File: src/design/fcd_pkg.sv
`timescale 1ns / 1ps
// Shared types, codes and constants of the focus countdown timer.
// No dependencies; all other files reference this package by scoped names.
package fcd_pkg;

	localparam int NREGS      = 4;
	localparam int SLOTS      = 4;
	localparam int SLOT_W     = 2;
	localparam int COUNT_W    = 3;
	localparam int MIN_W      = 11;
	localparam int MS_W       = 27;
	localparam int CFG_IDX_W  = 3;
	localparam int CFG_DATA_W = 11;
	localparam int COUNT_MAX  = (SLOTS < NREGS) ? SLOTS : NREGS;

	localparam logic [MS_W-1:0]  MS_PER_MIN    = 27'd60000;
	localparam logic [MIN_W-1:0] DEFAULT_MIN   = 11'd30;
	localparam logic [MS_W-1:0]  DEFAULT_TOTAL = 27'd1800000;

	// input op codes
	localparam logic [1:0] OP_TICK   = 2'd0;
	localparam logic [1:0] OP_DOUBLE = 2'd1;
	localparam logic [1:0] OP_TRIPLE = 2'd2;
	localparam logic [1:0] OP_RESET  = 2'd3;

	// run states
	localparam logic [1:0] ST_IDLE  = 2'd0;
	localparam logic [1:0] ST_RUN   = 2'd1;
	localparam logic [1:0] ST_PAUSE = 2'd2;

	// register indexes
	localparam logic [CFG_IDX_W-1:0] REG_COUNT = 3'd0;
	localparam logic [CFG_IDX_W-1:0] REG_DUR0  = 3'd1;
	localparam logic [CFG_IDX_W-1:0] REG_DUR_LAST = 3'(NREGS);

	typedef struct packed {
		logic [1:0] op;
		logic       on_focus_screen;
	} in_item_t;

	typedef struct packed {
		logic              completed;
		logic              handled;
		logic [1:0]        run_status;
		logic              switch_allowed;
		logic [MS_W-1:0]   remaining_ms;
		logic [MIN_W-1:0]  active_minutes;
		logic [SLOT_W-1:0] slot_index;
	} out_item_t;

	typedef struct packed {
		logic [COUNT_W-1:0]               eff_count;
		logic [NREGS-1:0][MIN_W-1:0]      mins;
		logic [NREGS-1:0][MS_W-1:0]       total;
	} cfg_t;

	typedef struct packed {
		logic [1:0]        run;
		logic [MS_W-1:0]   elapsed;
		logic [SLOT_W-1:0] slot;
	} timer_state_t;

endpackage

File: src/design/focus_countdown_timer_top.sv
`timescale 1ns / 1ps
// Top level of the focus countdown timer: config registers, timer state,
// event logic and the result register. Uses fcd_pkg, fcd_cfg and fcd_step.
//
// Usage:
//   Input channel (in_valid / in_ready / in_data): one beat per event, a
//   millisecond tick, a double press, a triple press or a session reset.
//   Output channel (out_valid / out_ready / out_data): exactly one result
//   beat per input beat, in order, describing the timer after that event.
//   Config port (cfg_we / cfg_index / cfg_data): index 0 is the slot count,
//   indexes 1..4 the slot lengths in minutes; other indexes are dropped.
//   Write it only while no result is outstanding.
// Timing: a result is registered and appears in the cycle after its event
//   is taken; one event per cycle is sustained while out_ready is high. The
//   rate is set by the single result register, updated with the timer state.
// Reset: arst_n clears the timer to idle, elapsed zero, slot zero, and the
//   config to count 0, slot zero 30 minutes, others default.
// Stall: while out_ready is low a held result keeps in_ready low; as soon
//   as the held beat is taken a new event is accepted in the same cycle.
module focus_countdown_timer_top (
	input  logic                            clk,
	input  logic                            arst_n,
	input  logic                            in_valid,
	output logic                            in_ready,
	input  fcd_pkg::in_item_t               in_data,
	output logic                            out_valid,
	input  logic                            out_ready,
	output fcd_pkg::out_item_t              out_data,
	input  logic                            cfg_we,
	input  logic [fcd_pkg::CFG_IDX_W-1:0]   cfg_index,
	input  logic [fcd_pkg::CFG_DATA_W-1:0]  cfg_data
);

	fcd_pkg::cfg_t         cfg;
	fcd_pkg::timer_state_t state_q;
	fcd_pkg::timer_state_t state_nxt;
	fcd_pkg::out_item_t    res;
	fcd_pkg::out_item_t    out_q;
	logic                  out_valid_q;
	logic                  accept;

	fcd_cfg u_cfg (
		.clk       (clk),
		.arst_n    (arst_n),
		.cfg_we    (cfg_we),
		.cfg_index (cfg_index),
		.cfg_data  (cfg_data),
		.cfg       (cfg)
	);

	fcd_step u_step (
		.cfg  (cfg),
		.cur  (state_q),
		.item (in_data),
		.nxt  (state_nxt),
		.res  (res)
	);

	// accept whenever the result slot is empty or being drained this cycle
	assign in_ready = !out_valid_q || out_ready;
	assign accept   = in_valid && in_ready;

	// advance the timer state on every accepted event
	always_ff @(posedge clk or negedge arst_n) begin
		if (!arst_n) begin
			state_q.run     <= fcd_pkg::ST_IDLE;
			state_q.elapsed <= '0;
			state_q.slot    <= '0;
		end else if (accept) begin
			state_q <= state_nxt;
		end
	end

	// result valid: set on accept, drop once the beat is taken
	always_ff @(posedge clk or negedge arst_n) begin
		if (!arst_n) begin
			out_valid_q <= 1'b0;
		end else if (accept) begin
			out_valid_q <= 1'b1;
		end else if (out_ready) begin
			out_valid_q <= 1'b0;
		end
	end

	// result payload: hold until the next accepted event
	always_ff @(posedge clk) begin
		if (accept) begin
			out_q <= res;
		end
	end

	assign out_valid = out_valid_q;
	assign out_data  = out_q;

endmodule

File: src/design/fcd_cfg.sv
`timescale 1ns / 1ps
// Configuration registers: clamped slot count, per-slot minutes with the
// default applied, and per-slot session length in ms. Uses fcd_pkg.
module fcd_cfg (
	input  logic                            clk,
	input  logic                            arst_n,
	input  logic                            cfg_we,
	input  logic [fcd_pkg::CFG_IDX_W-1:0]   cfg_index,
	input  logic [fcd_pkg::CFG_DATA_W-1:0]  cfg_data,
	output fcd_pkg::cfg_t                   cfg
);

	logic [fcd_pkg::COUNT_W-1:0] count_raw;
	logic [fcd_pkg::COUNT_W-1:0] count_clamped;
	logic [fcd_pkg::MIN_W-1:0]   mins_wr;
	logic [fcd_pkg::MS_W-1:0]    total_wr;
	logic [fcd_pkg::SLOT_W-1:0]  slot_wr;
	logic                        dur_hit;

	assign count_raw     = cfg_data[fcd_pkg::COUNT_W-1:0];
	assign count_clamped = (count_raw > fcd_pkg::COUNT_W'(fcd_pkg::COUNT_MAX))
		? fcd_pkg::COUNT_W'(fcd_pkg::COUNT_MAX) : count_raw;
	// zero minutes means the default length
	assign mins_wr  = (cfg_data[fcd_pkg::MIN_W-1:0] == '0)
		? fcd_pkg::DEFAULT_MIN : cfg_data[fcd_pkg::MIN_W-1:0];
	assign total_wr = fcd_pkg::MS_W'(mins_wr) * fcd_pkg::MS_PER_MIN;
	assign slot_wr  = fcd_pkg::SLOT_W'(cfg_index - fcd_pkg::REG_DUR0);
	assign dur_hit  = (cfg_index >= fcd_pkg::REG_DUR0) && (cfg_index <= fcd_pkg::REG_DUR_LAST);

	always_ff @(posedge clk or negedge arst_n) begin
		if (!arst_n) begin
			cfg.eff_count <= '0;
			for (int i = 0; i < fcd_pkg::NREGS; i++) begin
				cfg.mins[i]  <= fcd_pkg::DEFAULT_MIN;
				cfg.total[i] <= fcd_pkg::DEFAULT_TOTAL;
			end
		end else if (cfg_we) begin
			if (cfg_index == fcd_pkg::REG_COUNT) begin
				cfg.eff_count <= count_clamped;
			end else if (dur_hit) begin
				cfg.mins[slot_wr]  <= mins_wr;
				cfg.total[slot_wr] <= total_wr;
			end
		end
	end

endmodule

File: src/design/fcd_step.sv
`timescale 1ns / 1ps
// Next-state and result logic for one event of the timer.
// Purely combinational; uses fcd_pkg types and codes.
module fcd_step (
	input  fcd_pkg::cfg_t          cfg,
	input  fcd_pkg::timer_state_t  cur,
	input  fcd_pkg::in_item_t      item,
	output fcd_pkg::timer_state_t  nxt,
	output fcd_pkg::out_item_t     res
);

	logic [1:0]                  run;
	logic [fcd_pkg::COUNT_W-1:0] cnt;
	logic [fcd_pkg::SLOT_W-1:0]  idx_old;
	logic [fcd_pkg::SLOT_W-1:0]  idx_new;
	logic [fcd_pkg::SLOT_W-1:0]  slot_inc;
	logic [fcd_pkg::MS_W-1:0]    total_old;
	logic [fcd_pkg::MS_W-1:0]    total_new;
	logic [fcd_pkg::MIN_W-1:0]   mins_new;
	logic                        completed;
	logic                        handled;

	function automatic logic [fcd_pkg::SLOT_W-1:0] clamp_slot(
		input logic [fcd_pkg::SLOT_W-1:0]  s,
		input logic [fcd_pkg::COUNT_W-1:0] c
	);
		return (fcd_pkg::COUNT_W'(s) >= c) ? fcd_pkg::SLOT_W'(c - 1'b1) : s;
	endfunction

	// (s + 1) mod c for c in 1..4
	function automatic logic [fcd_pkg::SLOT_W-1:0] next_slot(
		input logic [fcd_pkg::SLOT_W-1:0]  s,
		input logic [fcd_pkg::COUNT_W-1:0] c
	);
		logic [fcd_pkg::COUNT_W-1:0] v;
		v = fcd_pkg::COUNT_W'(s) + 1'b1;
		case (c)
			3'd1:    return '0;
			3'd2:    return {1'b0, v[0]};
			3'd3:    return (v >= 3'd3) ? fcd_pkg::SLOT_W'(v - 3'd3) : fcd_pkg::SLOT_W'(v);
			default: return fcd_pkg::SLOT_W'(v);
		endcase
	endfunction

	assign run       = (cur.run > fcd_pkg::ST_PAUSE) ? fcd_pkg::ST_IDLE : cur.run;
	assign cnt       = cfg.eff_count;
	assign idx_old   = clamp_slot(cur.slot, cnt);
	assign total_old = (cnt == '0) ? fcd_pkg::DEFAULT_TOTAL : cfg.total[idx_old];
	assign slot_inc  = next_slot(cur.slot, cnt);

	always_comb begin
		nxt       = cur;
		nxt.run   = run;
		completed = 1'b0;
		handled   = 1'b0;
		case (item.op)
			fcd_pkg::OP_TICK: begin
				if (run == fcd_pkg::ST_RUN) begin
					// saturating advance: done once elapsed + 1 reaches the total
					if (cur.elapsed >= total_old - 1'b1) begin
						nxt.run     = fcd_pkg::ST_IDLE;
						nxt.elapsed = '0;
						completed   = 1'b1;
					end else begin
						nxt.elapsed = cur.elapsed + 1'b1;
					end
				end
			end
			fcd_pkg::OP_DOUBLE: begin
				if (item.on_focus_screen && run == fcd_pkg::ST_IDLE) begin
					if (cnt != '0) begin
						nxt.slot = slot_inc;
					end
					handled = 1'b1;
				end
			end
			fcd_pkg::OP_TRIPLE: begin
				if (item.on_focus_screen) begin
					if (run == fcd_pkg::ST_IDLE) begin
						nxt.elapsed = '0;
						nxt.run     = fcd_pkg::ST_RUN;
					end else if (run == fcd_pkg::ST_RUN) begin
						nxt.run = fcd_pkg::ST_PAUSE;
					end else begin
						nxt.run = fcd_pkg::ST_RUN;
					end
					handled = 1'b1;
				end
			end
			default: begin
				nxt.run     = fcd_pkg::ST_IDLE;
				nxt.elapsed = '0;
			end
		endcase
	end

	assign idx_new   = clamp_slot(nxt.slot, cnt);
	assign total_new = (cnt == '0) ? fcd_pkg::DEFAULT_TOTAL : cfg.total[idx_new];
	assign mins_new  = (cnt == '0) ? fcd_pkg::DEFAULT_MIN : cfg.mins[idx_new];

	assign res.completed      = completed;
	assign res.handled        = handled;
	assign res.run_status     = nxt.run;
	assign res.switch_allowed = !(item.on_focus_screen && nxt.run == fcd_pkg::ST_RUN);
	assign res.remaining_ms   = (nxt.elapsed >= total_new) ? '0 : total_new - nxt.elapsed;
	assign res.active_minutes = mins_new;
	assign res.slot_index     = nxt.slot;

endmodule

File: config.mk
export PLATFORM = sky130hd
export DESIGN_NAME = focus_countdown_timer_top
export DESIGN_NICKNAME = d
export VERILOG_FILES = /design/src/design/fcd_pkg.sv /design/src/design/focus_countdown_timer_top.sv /design/src/design/fcd_cfg.sv /design/src/design/fcd_step.sv
export SDC_FILE = /design/constraint.sdc
export NUM_CORES = 1
export LEC_CHECK = 0
export ABC_CLOCK_PERIOD_IN_PS = 10500
export BUFFER_PORTS_ARGS = -buffer_cell sky130_fd_sc_hd__buf_2
export CORE_MARGIN = 1
export CORE_UTILIZATION = 30
export CTS_CLUSTER_SIZE = 28
export DETAILED_ROUTE_END_ITERATION = 10
export GPL_TIMING_DRIVEN = 0
export PLACE_DENSITY = 0.5
export SLEW_MARGIN = 10
export SYNTH_ARGS = -nofsm -noshare
export SYNTH_HDL_FRONTEND = slang
export SYNTH_SLANG_ARGS = --single-unit
File: constraint.sdc
create_clock -name clk -period 10.5 [get_ports clk]
set_clock_uncertainty 0.05 [all_clocks]
set_input_delay 3.15 -clock clk [delete_from_list [all_inputs] [get_ports clk]]
set_output_delay 3.15 -clock clk [all_outputs]
set_load 0.03 [all_outputs]
---- After elaboration in Yosys (flattened, before gate mapping) ----
Index checks and enable logic that the tools add are counted.
storage, ports and cells
  ROM bits ................................ 0
  memories ................................ 0
  RAM bits ................................ 0
  register bits ........................... 232
  output and inout port bits .............. 47
  latch bits .............................. 0
cells by class
  multiply operators ...................... 1
  bitwise gates (word level) .............. 1
  shifts and indexed selects .............. 0
  mux-type cells .......................... 38
  add/subtract/negate cells ............... 7
  divide/modulo/power cells ............... 0
  $lt $le $gt $ge ......................... 13
  equality and inequality tests ........... 7
  reductions and logical operators ........ 18
operator list
  cell                                                                           count
  27-bit 2-to-1 mux                                                              7
  27-bit binary-select mux with 2-bit select                                     2
  108-bit bitwise mux                                                            1
  29-bit one-hot mux with 3 select lines                                         1
  29-bit 2-to-1 mux                                                              2
  27-bit demux with 2-bit select                                                 1
  27-bit greater-or-equal comparator                                             2
  44-bit bitwise mux                                                             1
  11-bit 2-to-1 mux                                                              3
  27-bit by 1-bit adder with 27-bit output (second input constant)               1
  27-bit by 1-bit subtractor with 27-bit output (second input constant)          1
  27-bit subtractor                                                              1
  11-bit binary-select mux with 2-bit select                                     1
  11-bit demux with 2-bit select                                                 1
  11-bit by 11-bit multiplier with 22-bit output (second input constant)         1
  2-bit 2-to-1 mux                                                               10
  11-bit logical NOT                                                             1
  2-bit by 3-bit less-than comparator with 1-bit output (second input constant)  3
  2-bit by 1-bit equality test with 1-bit output (second input constant)         3
  3-bit by 2-bit equality test with 1-bit output (second input constant)         2
  2-bit by 3-bit greater-or-equal comparator with 1-bit output                   2
  3-bit logical NOT                                                              2
  2-bit one-hot mux with 3 select lines                                          1
  1-bit logical AND                                                              5
  22 further kinds                                                               30

---- Logic depth before layout (Yosys ltp) ----
Gate-level depths: netlist of the first run.
  depth in word-level cells ............... 13
  gate-level depth with buffers ........... 40
  depth with buffers taken out ............ 36

---- By module ----
A second synthesis of the first run with hierarchy kept.
second synthesis, totals
  cells, all modules ...................... 1957
  area total of the unflattened synthesis .. 17586.9 µm²
modules (own cells, without submodules)
  module                     sequential area each (µm²)  area an instance (µm²)  cells each  times used
  fcd_cfg                    3353.2                      7497.2                  760         1
  fcd_step                   0.0                         7410.9                  1082        1
  focus_countdown_timer_top  2152.1                      2678.8                  115         1

---- Least setup slack after synthesis of the first run ----
OpenSTA, ideal clock, no wires.
  path kind ............................... input-to-reg
  from .................................... input in_data[2] (netlist name)
  to ...................................... register out_q (netlist bit out_data[31]) (data pin)
  data required time ...................... 10.184 ns
  buffers on the path ..................... 3
  slack ................................... 1.778 ns
  arrival ................................. 8.406 ns
  stages on the path ...................... 28
  cell sequence ........................... inv_1 > ha_1 > nand3_1 > nor2_1 > o211ai_1 > o21ai_1 > ha_1 > nand2b_1 > a21oi_1 > nor2_1 > mux2i_1 > buf_1 > clkbuf_1 > mux2_2 > o21ai_1 > nand2_1 > ha_1 > nand2_1 > a21oi_1 > or2_1 > a21o_1 > a21oi_1 > a21oi_1 > o2111ai_1 > a21oi_1 > o21ai_1 > clkbuf_1 > nor2_1
between the ends
  cells in the longest elaborated chain, start to end .. 8
  elaborated cells between the ends (all ways) .. 12
  classes of those cells .................. 1 x add/sub; 2 x order compare; 2 x eq/ne; 6 x mux; 1 x reduce/logical
ends and longest elaborated chain
  what                                                                            line                             text
  start, declared                                                                 focus_countdown_timer_top.sv:25  input fcd_pkg::in_item_t in_data,
  2-bit by 1-bit equality test with 1-bit output                                  fcd_step.sv:56                   case (item.op)
  2-bit 2-to-1 mux                                                                fcd_step.sv:56
  2-bit by 3-bit greater-or-equal comparator with 1-bit output                    fcd_step.sv:27                   return (fcd_pkg::COUNT_W'(s) >= c) ? fcd_pkg::SLOT_W'(c - 1'b1) : s;
  2-bit 2-to-1 mux                                                                fcd_step.sv:27
  27-bit binary-select mux with 2-bit select                                      fcd_step.sv:98                   assign total_new = (cnt == '0) ? fcd_pkg::DEFAULT_TOTAL : cfg.total[idx_new];
  27-bit 2-to-1 mux (implied by the code)                                         fcd_step.sv:98
  27-bit 2-to-1 mux                                                               fcd_step.sv:98
  27-bit subtractor / 27-bit greater-or-equal comparator (equally long branches)  fcd_step.sv:105                  assign res.remaining_ms = (nxt.elapsed >= total_new) ? '0 : total_new - nxt.elapsed;
  end signal, assigned                                                            focus_countdown_timer_top.sv:88  out_q <= res;
  end, declared                                                                   focus_countdown_timer_top.sv:38  fcd_pkg::out_item_t out_q;
Parallel ways exist; a longest one is shown, timed or not. The select of a mux whose other input is x is not followed.
A chain may end at the register's enable or synchronous reset.

==> results.toml, run 1 <==
[cts]
path_clk_slew_ns = 0.05
cts_hold_buf = 0
cts_tree = "built"
cts_buffers = 26
clock-root-buffer = "clkbuf_16"
clk-insertion-delay-late_ns = 0.56
clkSinkCount = 208
clockBufferDepth = 3
htree_levels = 1

[critical_path]
worstPathBufferInverterCount = 6
worst_path_max_delay_cell = "clkdlybuf4s15_1"
worstPathArrival_ns = 10.14
worstReg2RegEnd = "out_data[20]$_SDFFCE_PP0P_"
r2r_setup_slack_ns = 0.65
timing.rr.start = "state_q[0]$_DFFE_PN0P_"
crit_fanout = 10
max_stage_delay_ns = 0.72
start_kind = "input port"
criticalPathCategory = "in -> reg"
crit_family = "compound AO/OA/AOI/OAI gates"
setup.worst_path.end_class = "flip-flop"
reg2regPathDepth = 36
crit_required_ns = 10.73
cpMostUsedCell = "a21oi_1"

[power_and_ir_drop]
ir_drop_mv = 0.128
clkPwrFrac_pct = 16.2
p_comb_share_pct = 60.3
p_leak_nw = 7.47
power_frac_seq_pct = 23.5
power.density_nw_per_um2 = 328
p_switching_w = 0.00261
internal_power_w = 0.00311
swShare_pct = 45.6

[placement]
placedCellCount = 2340
place_congestion = 0.873
dp_hpwl_um = 35500
place_ws_ns = -0.918
port_buffers = 66

[hold_path]
hp-start = "u_cfg.cfg[116]$_DFFE_PN0P_"
hp-class = "reg -> reg"
min_to = "u_cfg.cfg[116]$_DFFE_PN0P_"
hold-path-cell-count = 2

[drt]
vias = 12400
avgViaCountPerCell = 5.18
drt_first_pass_iters = 6
drt_iter0_markers = 782
ant_nets = 0
drc_errors = 0
post_drt_wl_per_cell_um = 19.4
postRouteWirelength_um = 46300

[sta]
fin_hold_ws_ns = 0.424
fin_tns_setup_ns = 0
fmax_ghz = 0.101
hold_violations = 0
rsz0062_at_grt = "no"
period_minus_slack_ns = 9.91
setup_viol = 0
relSlewSlack_pct = 37.4
finalCritPeriodShare_pct = 94.4
drv_slew = 0
tightest_slew_ns = 0.939
fin_ws_ns = 0.591

[job]
drv_cap = 0

[yosys]
synth-edff-count = 45
yosys_warnings = 0
synth_nets = 1786
avgSynthCellArea_um2 = 9.57
yosys_register_bits = 208
synthArstFlopShare_pct = 78.4
synth.distinct_cells = 79
synth_cells = 1600
ys.flop_type = "dfrtp_1"
synth_seq_area_share_pct = 36.0
netlist_area_um2 = 15300

[die]
die_width_um = 228
die_area_um2 = 51900
placementRows = 82
fp.coreArea_um2 = 50300
start_util_pct = 30.4
die_h_um = 228
ios = 69

[final_layout]
final_cell_mix = "nand2_1 (235), o21ai_0 (142), ha_1 (130), dfrtp_1 (103), nor2_1 (87)"
multiInputGateArea_um2 = 9140
drive_gt1_share_pct = 16.7
post-route-util_pct = 34.7
ff_latch_area_um2 = 5510
final_common_cell = "nand2_1"
layout.cells.non_filler = 2387
syn_to_final_growth_pct = 14.1
fill_cells = 5171
n_antenna_cell = 0
nNetsFinal = 1881

[global_route]
grt-ovfl-total = 0
grt_max_degree = 114
grt_pass1_wl_um = 73100
grt_usage_pct = 17.8
grt_pass1_vias = 12400
antenna_found_initial = 1

[run_status]
status = "finished clean"
[registers in the layout, indices dropped and copies added (netlist names)]
name	cells
u_cfg.cfg	131
state_q	31
out_data	45
out_valid	1
[metal layers]
metal | share of wire [%] | wire, um | GRT usage [%] | vias up
met4 | 2.2 | 1020 | 4.19 | 0
met3 | 3.9 | 1790 | 1.71 | 60
met2 | 47 | 21900 | 30.4 | 295
met1 | 47 | 21500 | 24.3 | 6101
li1 | - | - | - | 5916
met5 | 0 | 0 | 0 | -
[Yosys cell counts, drive strengths merged (36+ instances only)]
master	n	area (um2)
mux2i	36	373
nand3	38	190
edfxtp	45	1350
nor3	38	200
o21ai	194	975
nor2	88	330
ha	130	1630
a21oi	70	362
clkbuf	70	277
inv	74	278
nand2	237	908
mux2	45	510
dfstp	60	1580
dfrtp	103	2580
[logic make-up after synthesis]
logic type / after synthesis / share of synthesized area, %
DFF: 208 / 36.0
adders and majority gates: 164 / 15.1
and+or+nand+nor: 527 / 16.3
AOI/OAI and AO/OA: 378 / 14.7
muxes: 112 / 10.5
xor gates and xnor gates: 54 / 3.09
buffers and inverters: 157 / 4.41
[through the flow]
stage / power, W / cell area, um2
finish: 0.00572 / 17500
global route: 0.00618 / 17500
CTS: 0.00576 / 17400
detailed placement: 0.00480 / 16500
global placement: 0.00475 / 16500
floorplan: 0.00384 / 15300
[final cells by class]
type | instances | area share, %
Clock buffer | 39 | 4.59
Tap cell | 672 | 4.82
Clock inverter | 9 | 0.523
Inverter | 74 | 1.59
Timing Repair Buffer | 68 | 2.22
Buffer | 82 | 2.38
Multi-Input combinational cell | 1235 | 52.4
Sequential cell | 208 | 31.5
[what timing repair did]
action / 4_1_cts / 5_1_grt
endpoints found under the setup margin: 27 / 22
resized for setup: 5 / 16
pin swaps: 0 / 0
setup buffers: 0 / 0
endpoints found under the hold margin: 0 / 0
[power groups by stage]
stage,sequential (W),combinational [W],clock [W]
floorplan,0.00144,0.00240,0
global placement,0.00135,0.00340,0
detailed placement,0.00136,0.00344,0
CTS,0.00134,0.00347,0.000945
global route,0.00138,0.00382,0.000979
finish,0.00134,0.00345,0.000926
[tightest hold or removal path, cell delays in order, from the launching register on]
cell     delay [ns]
dfrtp_1        0.33
nand2_1        0.04
o21ai_0        0.06
[how the worst max path moves through the flow]
stage / startpoint / endpoint / slack, ns / cells after the start
3_3_place_gp: in_data[2] / out_data[32]$_SDFFCE_PP0P_ / -0.87 / 30
3_5_place_dp: in_data[2] / out_data[38]$_SDFFCE_PP0P_ / -0.92 / 30
5_1_grt: state_q[0]$_DFFE_PN0P_ / out_data[20]$_SDFFCE_PP0P_ / 0.07 / 40
2_1_floorplan: in_data[2] / out_data[31]$_SDFFCE_PP0P_ / 1.78 / 28
4_1_cts: state_q[0]$_DFFE_PN0P_ / out_data[38]$_SDFFCE_PP0P_ / 0.03 / 36
6_report: in_data[2] / out_data[20]$_SDFFCE_PP0P_ / 0.59 / 29
No activity file was read; power rests on OpenSTA's default activity.
==> inputs of run 2 (changes only) <==
Settings changed: GPL_TIMING_DRIVEN 0 to 1.
==> run 2 against run 1 <==
Design area is 2.2% lower. Combinational power is 4% lower. Critical endpoint is now out_data[21]$_SDFFCE_PP0P_. Largest power group unchanged. Largest cell class unchanged. Highest routed layer unchanged. Non-clock buffer count is 64 lower. Critical path type is now reg -> reg.
==> results.toml, run 2 (same netlist as run 1, synthesis figures left out) <==
[power_and_ir_drop]
clkPwrFrac_pct = 15.3
power_frac_seq_pct = 24.6
p_switching_w = 0.00251
p_comb_share_pct = 60.2
swShare_pct = 45.6
power.density_nw_per_um2 = 323
p_leak_nw = 7.31
power_w = 0.00551
ir_drop_mv = 0.137
internal_power_w = 0.00300

[critical_path]
worstPathArrival_ns = 9.73
worstReg2RegEnd = "out_data[21]$_SDFFCE_PP0P_"
worst_path_max_delay_cell = "o31ai_4"
max_stage_delay_ns = 0.71
r2r_setup_slack_ns = 1.02
startpoint = "u_cfg.cfg[152]$_DFFE_PN0P_"
cp-endpoint = "out_data[21]$_SDFFCE_PP0P_"
crit_fanout = 27
reg2regPathDepth = 33
start_kind = "flip-flop"
criticalPathCategory = "reg -> reg"
cpMostUsedCell = "a21oi_1"
setup.worst_path.end_class = "flip-flop"
crit_required_ns = 10.76
timing.rr.start = "u_cfg.cfg[152]$_DFFE_PN0P_"

[drt]
postRouteWirelength_um = 41200
post_drt_wl_per_cell_um = 17.7
ant_nets = 0
vias = 11800
avgViaCountPerCell = 5.06
drc_errors = 0
drt_first_pass_iters = 5
drt_iter0_markers = 764

[global_route]
grt_max_degree = 91
grt_usage_pct = 16.0
grt-ovfl-total = 0
grt_pass1_wl_um = 66400
grt_pass1_vias = 11600
antenna_found_initial = 0

[cts]
cts_resized = 0
clk-insertion-delay-late_ns = 0.56
path_clk_slew_ns = 0.06
cts_buffers = 26
cts_tree = "built"
clockBufferDepth = 3
clock-root-buffer = "clkbuf_16"
cts_hold_buf = 0
clkSinkCount = 208
postCtsSetupBuffers = 0
htree_levels = 1

[die]
placementRows = 82
ios = 69
start_util_pct = 30.4
fp.coreArea_um2 = 50300
die_width_um = 228
die_h_um = 228
die_area_um2 = 51900

[placement]
dp_hpwl_um = 30200
port_buffers = 68
place_ws_ns = 0.798
place_congestion = 0.867

[sta]
tightest_slew_ns = 0.951
finalCritPeriodShare_pct = 90.3
fin_ws_ns = 1.02
fin_tns_setup_ns = 0
setup_viol = 0
fmax_ghz = 0.106
relSlewSlack_pct = 36.6
hold_violations = 0
period_minus_slack_ns = 9.48
rsz0062_at_grt = "no"
drv_slew = 0

[final_layout]
final_cell_mix = "nand2_1 (234), o21ai_0 (142), ha_1 (130), dfrtp_1 (103), nor2_1 (88)"
largest_register_ffs = 131
final_common_cell = "nand2_1"
nNetsFinal = 1817
n_antenna_cell = 0
largest-register = "u_cfg.cfg"
post-route-util_pct = 34.0
syn_to_final_growth_pct = 11.6
drive_gt1_share_pct = 17.4

[hold_path]
hold-path-cell-count = 2
hp-class = "reg -> reg"

[job]
drv_cap = 0

[run_status]
status = "finished clean"
-- run 2: cell count changes in the layout (fill, tap and decap cells not counted), moves of 4 or more --
cell,previous run,this run
buf_4,0,18
buf_12,4,0
clkbuf_1,64,9
clkbuf_2,7,0
buf_1,5,0
clkbuf_8,9,0
-- run 2: layout make-up --
cell class	count	area, um2
clock buffer	36	709
sequential	208	5510
inverter	74	278
multi-input combinational	1235	9180
clock inverter	12	85.1
tap	672	841
timing repair buffer	86	482
fill	5174	33200
-- run 2: layer usage --
layer	GRT usage [%]	share of wire (%)	vias to the layer above
met3	1.96	3.3	50
met2	26.4	46	201
met4	3.42	1.9	0
met5	0	0	-
li1	-	-	5782
met1	22.3	48	5719
-- run 2: critical path, delay by kind of cell, from the launching register on --
| kind | cells | cell delay (ns) |
|---|---|---|
| AO/OA/AOI/OAI | 16 | 4.55 |
| AND/OR/NAND/NOR | 9 | 1.84 |
| flip-flops | 1 | 0.46 |
| adder cells (fa/ha/maj) | 3 | 1.02 |
| multiplexers | 1 | 0.26 |
| buffers and inverters | 3 | 0.85 |
| XOR/XNOR | 1 | 0.17 |
-- run 2: worst min path at each step --
stage	start	to	slack, ns
floorplan	u_cfg.cfg[124]$_DFFE_PN0P_	u_cfg.cfg[124]$_DFFE_PN0P_	0.39
global placement	u_cfg.cfg[136]$_DFFE_PN0P_	u_cfg.cfg[136]$_DFFE_PN0P_	0.41
detailed placement	u_cfg.cfg[148]$_DFFE_PN0P_	u_cfg.cfg[148]$_DFFE_PN0P_	0.42
CTS	u_cfg.cfg[121]$_DFFE_PN1P_	u_cfg.cfg[121]$_DFFE_PN1P_	0.43
global route	u_cfg.cfg[121]$_DFFE_PN1P_	u_cfg.cfg[121]$_DFFE_PN1P_	0.44
finish	u_cfg.cfg[132]$_DFFE_PN1P_	u_cfg.cfg[132]$_DFFE_PN1P_	0.43
-- run 2: per-stage QoR --
| step | hold WS, ns | instance area (um2) | cells |
|---|---|---|---|
| finish | 0.427 | 17100 | 2323 |
| global route | 0.440 | 17100 | 2323 |
| CTS | 0.431 | 17100 | 2323 |
| detailed placement | 0.420 | 16300 | 2275 |
| global placement | 0.409 | 16300 | 2275 |
| floorplan | 0.395 | 15300 | 1600 |
-- run 2: power by group through the flow --
stage	Sequential (W)	Combinational [W]	Clock, W
floorplan	0.00144	0.00240	0
global placement	0.00136	0.00330	0
detailed placement	0.00137	0.00332	0
CTS	0.00136	0.00334	0.000871
global route	0.00139	0.00369	0.000903
finish	0.00135	0.00331	0.000843
